**config.mk**
```make
export PLATFORM = sky130hd
export DESIGN_NAME = lati_ctrl
export DESIGN_NICKNAME = d
export VERILOG_FILES = /design/src/hdl/lati_pkg.sv /design/src/hdl/lati_ctrl.sv
export SDC_FILE = /design/constraint.sdc
export NUM_CORES = 1
export LEC_CHECK = 0
export BUFFER_PORTS_ARGS = -buffer_cell sky130_fd_sc_hd__buf_2
export CORE_UTILIZATION = 50
export CTS_CLUSTER_SIZE = 28
export DETAILED_ROUTE_END_ITERATION = 6
export GPL_TIMING_DRIVEN = 0
export PLACE_DENSITY = 0.85
export SETUP_SLACK_MARGIN = 0.15
export SYNTH_ARGS = -nofsm -noshare
export SYNTH_HDL_FRONTEND = slang
export SYNTH_SLANG_ARGS = --single-unit
```
**constraint.sdc**
```tcl
create_clock -name clk -period 2.4 [get_ports clk]
set_clock_uncertainty 0.05 [all_clocks]
set_input_delay 0.24 -clock clk [delete_from_list [all_inputs] [get_ports clk]]
set_output_delay 0.24 -clock clk [all_outputs]
set_load 0.05 [all_outputs]
```
**src/hdl/lati_pkg.sv**
```systemverilog
package lati_pkg;

	localparam int MAX_STEPS_DEF    = 63;
	localparam int FRAC_BITS_DEF    = 16;
	localparam int CORDIC_ITERS_DEF = 24;

	// CORDIC datapath width: Q16.16 offsets with guard bits plus growth
	localparam int CW      = 42;
	localparam int GUARD   = 4;
	localparam int ZW      = 34;
	localparam int KW      = 5;
	localparam logic [23:0] KGAIN = 24'd10188014;

	// configuration register indexes
	localparam logic [1:0] REG_START_X = 2'd0;
	localparam logic [1:0] REG_START_Y = 2'd1;
	localparam logic [1:0] REG_START_Z = 2'd2;

	// shared divider: dividend up to |sweep| * 2^32, divisor up to 360 * 2^FRAC * n
	localparam int DVD_W = 58;
	localparam int DVS_W = 40;
	localparam int DCW   = 6;

	typedef enum logic [2:0] {
		DIV_LX, DIV_LY, DIV_LZ, DIV_SA, DIV_SE
	} div_sel_t;

	typedef enum logic [1:0] {
		COR_V1, COR_V2, COR_R1, COR_R2
	} cor_src_t;

	typedef enum logic [4:0] {
		ST_IDLE, ST_DIV_GO, ST_DIV_WAIT, ST_LINE_OUT, ST_ARC_CHK,
		ST_V1, ST_V1_WAIT, ST_K1A, ST_K1B, ST_V2, ST_V2_WAIT,
		ST_K2A, ST_K2B, ST_K3A, ST_K3B, ST_KR,
		ST_R1, ST_R1_WAIT, ST_K4A, ST_K4B, ST_R2, ST_R2_WAIT, ST_ARC_OUT
	} state_t;

	typedef struct packed {
		logic     accept;
		logic     div_go;
		logic     div_store;
		div_sel_t div_sel;
		logic     cor_go;
		cor_src_t cor_src;
		logic     az_load;
		logic     el_load;
		logic     ks_ph1;
		logic     ks_ph2;
		logic     ks_from_q;
		logic     kr_load;
		logic     ey_load;
		logic     line_out;
		logic     arc_out;
	} cmd_t;

	typedef struct packed {
		logic div_done;
		logic cor_done;
		logic zero_rad;
		logic last;
		logic out_free;
	} stat_t;

	// arctan(2^-k) in binary angle (2^32 = one turn)
	function automatic logic [31:0] atan_turns(input logic [KW-1:0] k);
		logic [31:0] r;
		case (k)
			5'd0:  r = 32'd536870912;
			5'd1:  r = 32'd316933406;
			5'd2:  r = 32'd167458907;
			5'd3:  r = 32'd85004756;
			5'd4:  r = 32'd42667331;
			5'd5:  r = 32'd21354465;
			5'd6:  r = 32'd10679838;
			5'd7:  r = 32'd5340245;
			5'd8:  r = 32'd2670163;
			5'd9:  r = 32'd1335087;
			5'd10: r = 32'd667544;
			5'd11: r = 32'd333772;
			5'd12: r = 32'd166886;
			5'd13: r = 32'd83443;
			5'd14: r = 32'd41722;
			5'd15: r = 32'd20861;
			5'd16: r = 32'd10430;
			5'd17: r = 32'd5215;
			5'd18: r = 32'd2608;
			5'd19: r = 32'd1304;
			5'd20: r = 32'd652;
			5'd21: r = 32'd326;
			5'd22: r = 32'd163;
			5'd23: r = 32'd81;
			5'd24: r = 32'd41;
			5'd25: r = 32'd20;
			5'd26: r = 32'd10;
			5'd27: r = 32'd5;
			5'd28: r = 32'd3;
			5'd29: r = 32'd1;
			5'd30: r = 32'd1;
			default: r = 32'd0;
		endcase
		return r;
	endfunction

	function automatic logic [31:0] sat32(input logic signed [CW:0] v);
		logic [31:0] r;
		if (v > $signed({{(CW-31){1'b0}}, {31{1'b1}}}))
			r = 32'h7FFF_FFFF;
		else if (v < $signed({{(CW-31){1'b1}}, {31{1'b0}}}))
			r = 32'h8000_0000;
		else
			r = v[31:0];
		return r;
	endfunction

endpackage

```
**src/hdl/lati_ctrl.sv**
```systemverilog
// command sequencer
module lati_ctrl (
	input  logic              clk,
	input  logic              arst_n,
	input  logic              in_valid,
	input  logic              in_arc,
	input  logic              in_empty,
	output logic              in_ready,
	input  lati_pkg::stat_t   stat,
	output lati_pkg::cmd_t    cmd
);
	lati_pkg::state_t   state_q, state_d;
	lati_pkg::div_sel_t sel_q, sel_d;

	always_ff @(posedge clk or negedge arst_n) begin
		if (!arst_n) begin
			state_q <= lati_pkg::ST_IDLE;
			sel_q   <= lati_pkg::DIV_LX;
		end else begin
			state_q <= state_d;
			sel_q   <= sel_d;
		end
	end

	always_comb begin
		state_d     = state_q;
		sel_d       = sel_q;
		cmd         = '0;
		cmd.div_sel = sel_q;
		cmd.cor_src = lati_pkg::COR_V1;
		in_ready    = 1'b0;
		unique case (state_q)
			lati_pkg::ST_IDLE: begin
				in_ready   = 1'b1;
				cmd.accept = in_valid;
				if (in_valid && !in_empty) begin
					sel_d   = lati_pkg::DIV_LX;
					state_d = in_arc ? lati_pkg::ST_ARC_CHK : lati_pkg::ST_DIV_GO;
				end
			end
			lati_pkg::ST_DIV_GO: begin
				cmd.div_go = 1'b1;
				state_d    = lati_pkg::ST_DIV_WAIT;
			end
			lati_pkg::ST_DIV_WAIT: begin
				if (stat.div_done) begin
					cmd.div_store = 1'b1;
					state_d       = lati_pkg::ST_DIV_GO;
					unique case (sel_q)
						lati_pkg::DIV_LX: sel_d = lati_pkg::DIV_LY;
						lati_pkg::DIV_LY: sel_d = lati_pkg::DIV_LZ;
						lati_pkg::DIV_LZ: state_d = lati_pkg::ST_LINE_OUT;
						lati_pkg::DIV_SA: sel_d = lati_pkg::DIV_SE;
						default:          state_d = lati_pkg::ST_R1;
					endcase
				end
			end
			lati_pkg::ST_LINE_OUT: begin
				if (stat.out_free) begin
					cmd.line_out = 1'b1;
					if (stat.last) state_d = lati_pkg::ST_IDLE;
				end
			end
			lati_pkg::ST_ARC_CHK:
				state_d = stat.zero_rad ? lati_pkg::ST_IDLE : lati_pkg::ST_V1;
			lati_pkg::ST_V1: begin
				cmd.cor_go  = 1'b1;
				cmd.cor_src = lati_pkg::COR_V1;
				state_d     = lati_pkg::ST_V1_WAIT;
			end
			lati_pkg::ST_V1_WAIT: begin
				if (stat.cor_done) begin
					cmd.az_load = 1'b1;
					state_d     = lati_pkg::ST_K1A;
				end
			end
			lati_pkg::ST_K1A: begin
				cmd.ks_ph1 = 1'b1;
				state_d    = lati_pkg::ST_K1B;
			end
			lati_pkg::ST_K1B: begin
				cmd.ks_ph2 = 1'b1;
				state_d    = lati_pkg::ST_V2;
			end
			lati_pkg::ST_V2: begin
				cmd.cor_go  = 1'b1;
				cmd.cor_src = lati_pkg::COR_V2;
				state_d     = lati_pkg::ST_V2_WAIT;
			end
			lati_pkg::ST_V2_WAIT: begin
				if (stat.cor_done) begin
					cmd.el_load = 1'b1;
					state_d     = lati_pkg::ST_K2A;
				end
			end
			lati_pkg::ST_K2A: begin
				cmd.ks_ph1 = 1'b1;
				state_d    = lati_pkg::ST_K2B;
			end
			lati_pkg::ST_K2B: begin
				cmd.ks_ph2 = 1'b1;
				state_d    = lati_pkg::ST_K3A;
			end
			lati_pkg::ST_K3A: begin
				cmd.ks_ph1    = 1'b1;
				cmd.ks_from_q = 1'b1;
				state_d       = lati_pkg::ST_K3B;
			end
			lati_pkg::ST_K3B: begin
				cmd.ks_ph2 = 1'b1;
				state_d    = lati_pkg::ST_KR;
			end
			lati_pkg::ST_KR: begin
				cmd.kr_load = 1'b1;
				sel_d       = lati_pkg::DIV_SA;
				state_d     = lati_pkg::ST_DIV_GO;
			end
			lati_pkg::ST_R1: begin
				cmd.cor_go  = 1'b1;
				cmd.cor_src = lati_pkg::COR_R1;
				state_d     = lati_pkg::ST_R1_WAIT;
			end
			lati_pkg::ST_R1_WAIT: begin
				if (stat.cor_done) begin
					cmd.ey_load = 1'b1;
					state_d     = lati_pkg::ST_K4A;
				end
			end
			lati_pkg::ST_K4A: begin
				cmd.ks_ph1 = 1'b1;
				state_d    = lati_pkg::ST_K4B;
			end
			lati_pkg::ST_K4B: begin
				cmd.ks_ph2 = 1'b1;
				state_d    = lati_pkg::ST_R2;
			end
			lati_pkg::ST_R2: begin
				cmd.cor_go  = 1'b1;
				cmd.cor_src = lati_pkg::COR_R2;
				state_d     = lati_pkg::ST_R2_WAIT;
			end
			lati_pkg::ST_R2_WAIT: begin
				if (stat.cor_done) state_d = lati_pkg::ST_ARC_OUT;
			end
			lati_pkg::ST_ARC_OUT: begin
				if (stat.out_free) begin
					cmd.arc_out = 1'b1;
					state_d     = stat.last ? lati_pkg::ST_IDLE : lati_pkg::ST_R1;
				end
			end
			default: state_d = lati_pkg::ST_IDLE;
		endcase
	end
endmodule

```
==> metrics.txt <==
Setup WS post-layout=just under 200 ps; CTS tree=done; number of synthesized flops with an enable pin=0; synth unique cells=41; global-route wire length before repair=4.50 mm; FMAX=453 MHz; Worst Path Required=2110 ps; Post-DP Area=1150 um2; P per Cell Area=1400 nW/um2; max-slew violation count=0; Iter 0 DRT Violations=87; port bufs=28; synth cell count leaders=15 x nor2_1, 14 x nand2_1, 9 x nor3_1, 8 x dfrtp_1, 7 x o21ai_0; CTS H-tree lvls=1; share of cells above drive strength 1=a little over a third; Routed WL=2.82 mm; # diodes=0; largest fanout on the critical path=10; Routability Congestion=0.940; Yosys top cell area share=21.3%; clk sink count=8; largest net degree at the start of global routing=11; Post-Synth Simple-Gate Area=40.2%; number of global-route vias before repair=1005; hold crit path type=in2reg; Final min period=2210 ps; asr flop ratio synth=100%; dominant cell by count in the synthesized netlist=nor2_1; Setup crit end=cmd[5]; final routed wire length divided by cell count=15.0 um; area of the die=2060 um2; Post-Synth Adder-Cell Area=0%; multiplexer share of the synthesized area=4.65%; via/cell ratio=about 6.2; Layout Nets=about 180; core box area=roughly 1700 um2; Crit Path Category=reg2out; Die H=45.4 um; initial antenna violation count=0; grt ovf=0; Total GRT Usage=30.6%; run status=finished, final reports clean; setup slack at placement=316 ps; CTS Buf Count=3; RSZ-0062 raised after global routing=yes; post-synth top area cell=dfrtp_1; VDD IR-drop max=between 800 and 900 uV; Leak=0.578 nW; Mapped Nets=about 140; setup bufs post-CTS=0; Final Instance Area=1200 um2; Worst Setup SP=state_q[2]; CP startpoint kind=flop; Vias=1163; synthesized flop and latch total=8; launch point of the worst reg-to-reg path=state_q[0]; Cell Rows=15; Area Overhead vs Synth=27.4%; final period utilization=91.9%; max_cap viols=0; FILL cells=154; Reg2Reg Setup Slack=around 480 ps; Compound-Gate Fraction of Synth Area=21.7%; Worst R2R End=state_q[0]; Fin. Hold Viols=0; register area share after synthesis=21.3%; CTS Buffer Depth=2; starting density of the core=53.9%; main combinational cell family by area after synthesis=simple AND/OR/NAND/NOR gates; WP data arrival=1920 ps; Slew headroom=74.7%; Syn Area/Cell=7.18 um2; post-route ant nets=0; total power draw=0.00168 W; XOR/XNOR share of the synthesized area=2.79%; post-DP HPWL=between 2 and 2.5 mm; Fin Setup TNS=0 ps; First-pass DRT Iterations=5; worst-margin pin slew=about 380 ps; final setup fails=0; Util after Layout=between 60% and 70%; Die Wd=45.4 um; top_reg_cell synth=dfrtp_1; Mapped Cells=131; CTS clk-pin slew, worst paths=~60 ps; crit end category=output pin; synth top area cells=dfrtp_1 21%, nor2_1 6.0%, nand2_1 5.6%, nor3_1 4.8%, o21ai_0 3.7%; Clock Latency Late Sink=around 270 ps; Post-Synthesis Cell Area=941 um2; clk root buf=clkbuf_4; reg2reg path depth=6; DRC viols=0; num ports=29; Ys Warns=0
cell families after synthesis:
family,after synthesis
compound gates,29
flops,8
simple gates,69
buf+inv,18
mux,4
xor+xnor,3
flip-flops by register name, summed over array words and instances (netlist names):
signal / cells
state_q: 5
sel_q: 3
cells in the final DEF (no fill, tap or decap), types with 2 or more instances in the layout:
cell,instances
a21oi_1,5
a22oi_1,2
a31oi_1,2
and3_1,4
buf_2,33
buf_6,2
clkbuf_2,2
clkbuf_4,5
dfrtp_1,7
inv_1,6
mux2_1,3
nand2_1,14
nand2b_1,4
nand3_1,4
nor2_1,15
nor2b_1,5
nor3_1,5
nor3_2,5
nor4_2,4
o211ai_1,3
o21ai_0,6
or3_1,3
xor2_1,3
worst max-delay path: stages (launching register included):
cell and delay, ps:
dfrtp_1 340, buf_2 240, buf_2 270, nor2_1 90, or3_1 340, o21ai_1 80
buf_2 270
per-layer routing:
layer  global-route usage [%]  wire, um
met1                     39.9      1170
met2                     47.7      1260
met3                     7.94       322
met4                     12.1        70
met5                        0         0
worst min path at each step:
stage | slack [ps] | from | to | cells after the start
after CTS | 250 | stat[1] | state_q[0] | 3
final | 270 | stat[1] | state_q[0] | 3
after detailed placement | 40 | arst_n | state_q[1] | 1
after floorplan | -110 | arst_n | sel_q[0] | 0
after global routing | 260 | stat[1] | state_q[0] | 3
after global placement | 30 | arst_n | state_q[4] | 1
stage by stage:
stage / hold WS (ps) / std cells
floorplan: -106 / 131
global placement: 33.6 / 184
detailed placement: 37.4 / 184
CTS: 253 / 188
global route: 263 / 188
finish: 266 / 188
power breakdown:
part	leakage, nW	switching (W)	internal, W	total (W)
sequential	0.103	0.0000622	0.000188	0.000250
combinational	0.461	0.000897	0.000427	0.00132
clock	0.0138	0.0000520	0.0000576	0.000110
total	0.578	0.00101	0.000673	0.00168
cell type report:
class | instances | area, um2 | share of cell area [%]
multi-input combinational | 105 | 691 | 57.6
sequential | 8 | 201 | 16.8
timing repair buffer | 29 | 153 | 12.7
buffer | 12 | 77.6 | 6.47
tap | 25 | 31.3 | 2.61
clock buffer | 3 | 22.5 | 1.88
inverter | 6 | 22.5 | 1.88
what timing repair did:
action | CTS | global route
hold endpoints to repair | 8 | 0
gates resized for setup | 4 | 8
setup endpoints to repair | 8 | 11
hold buffers | 1 | 0
pin swaps | 0 | 0
Power figures use the tool's default switching activity.
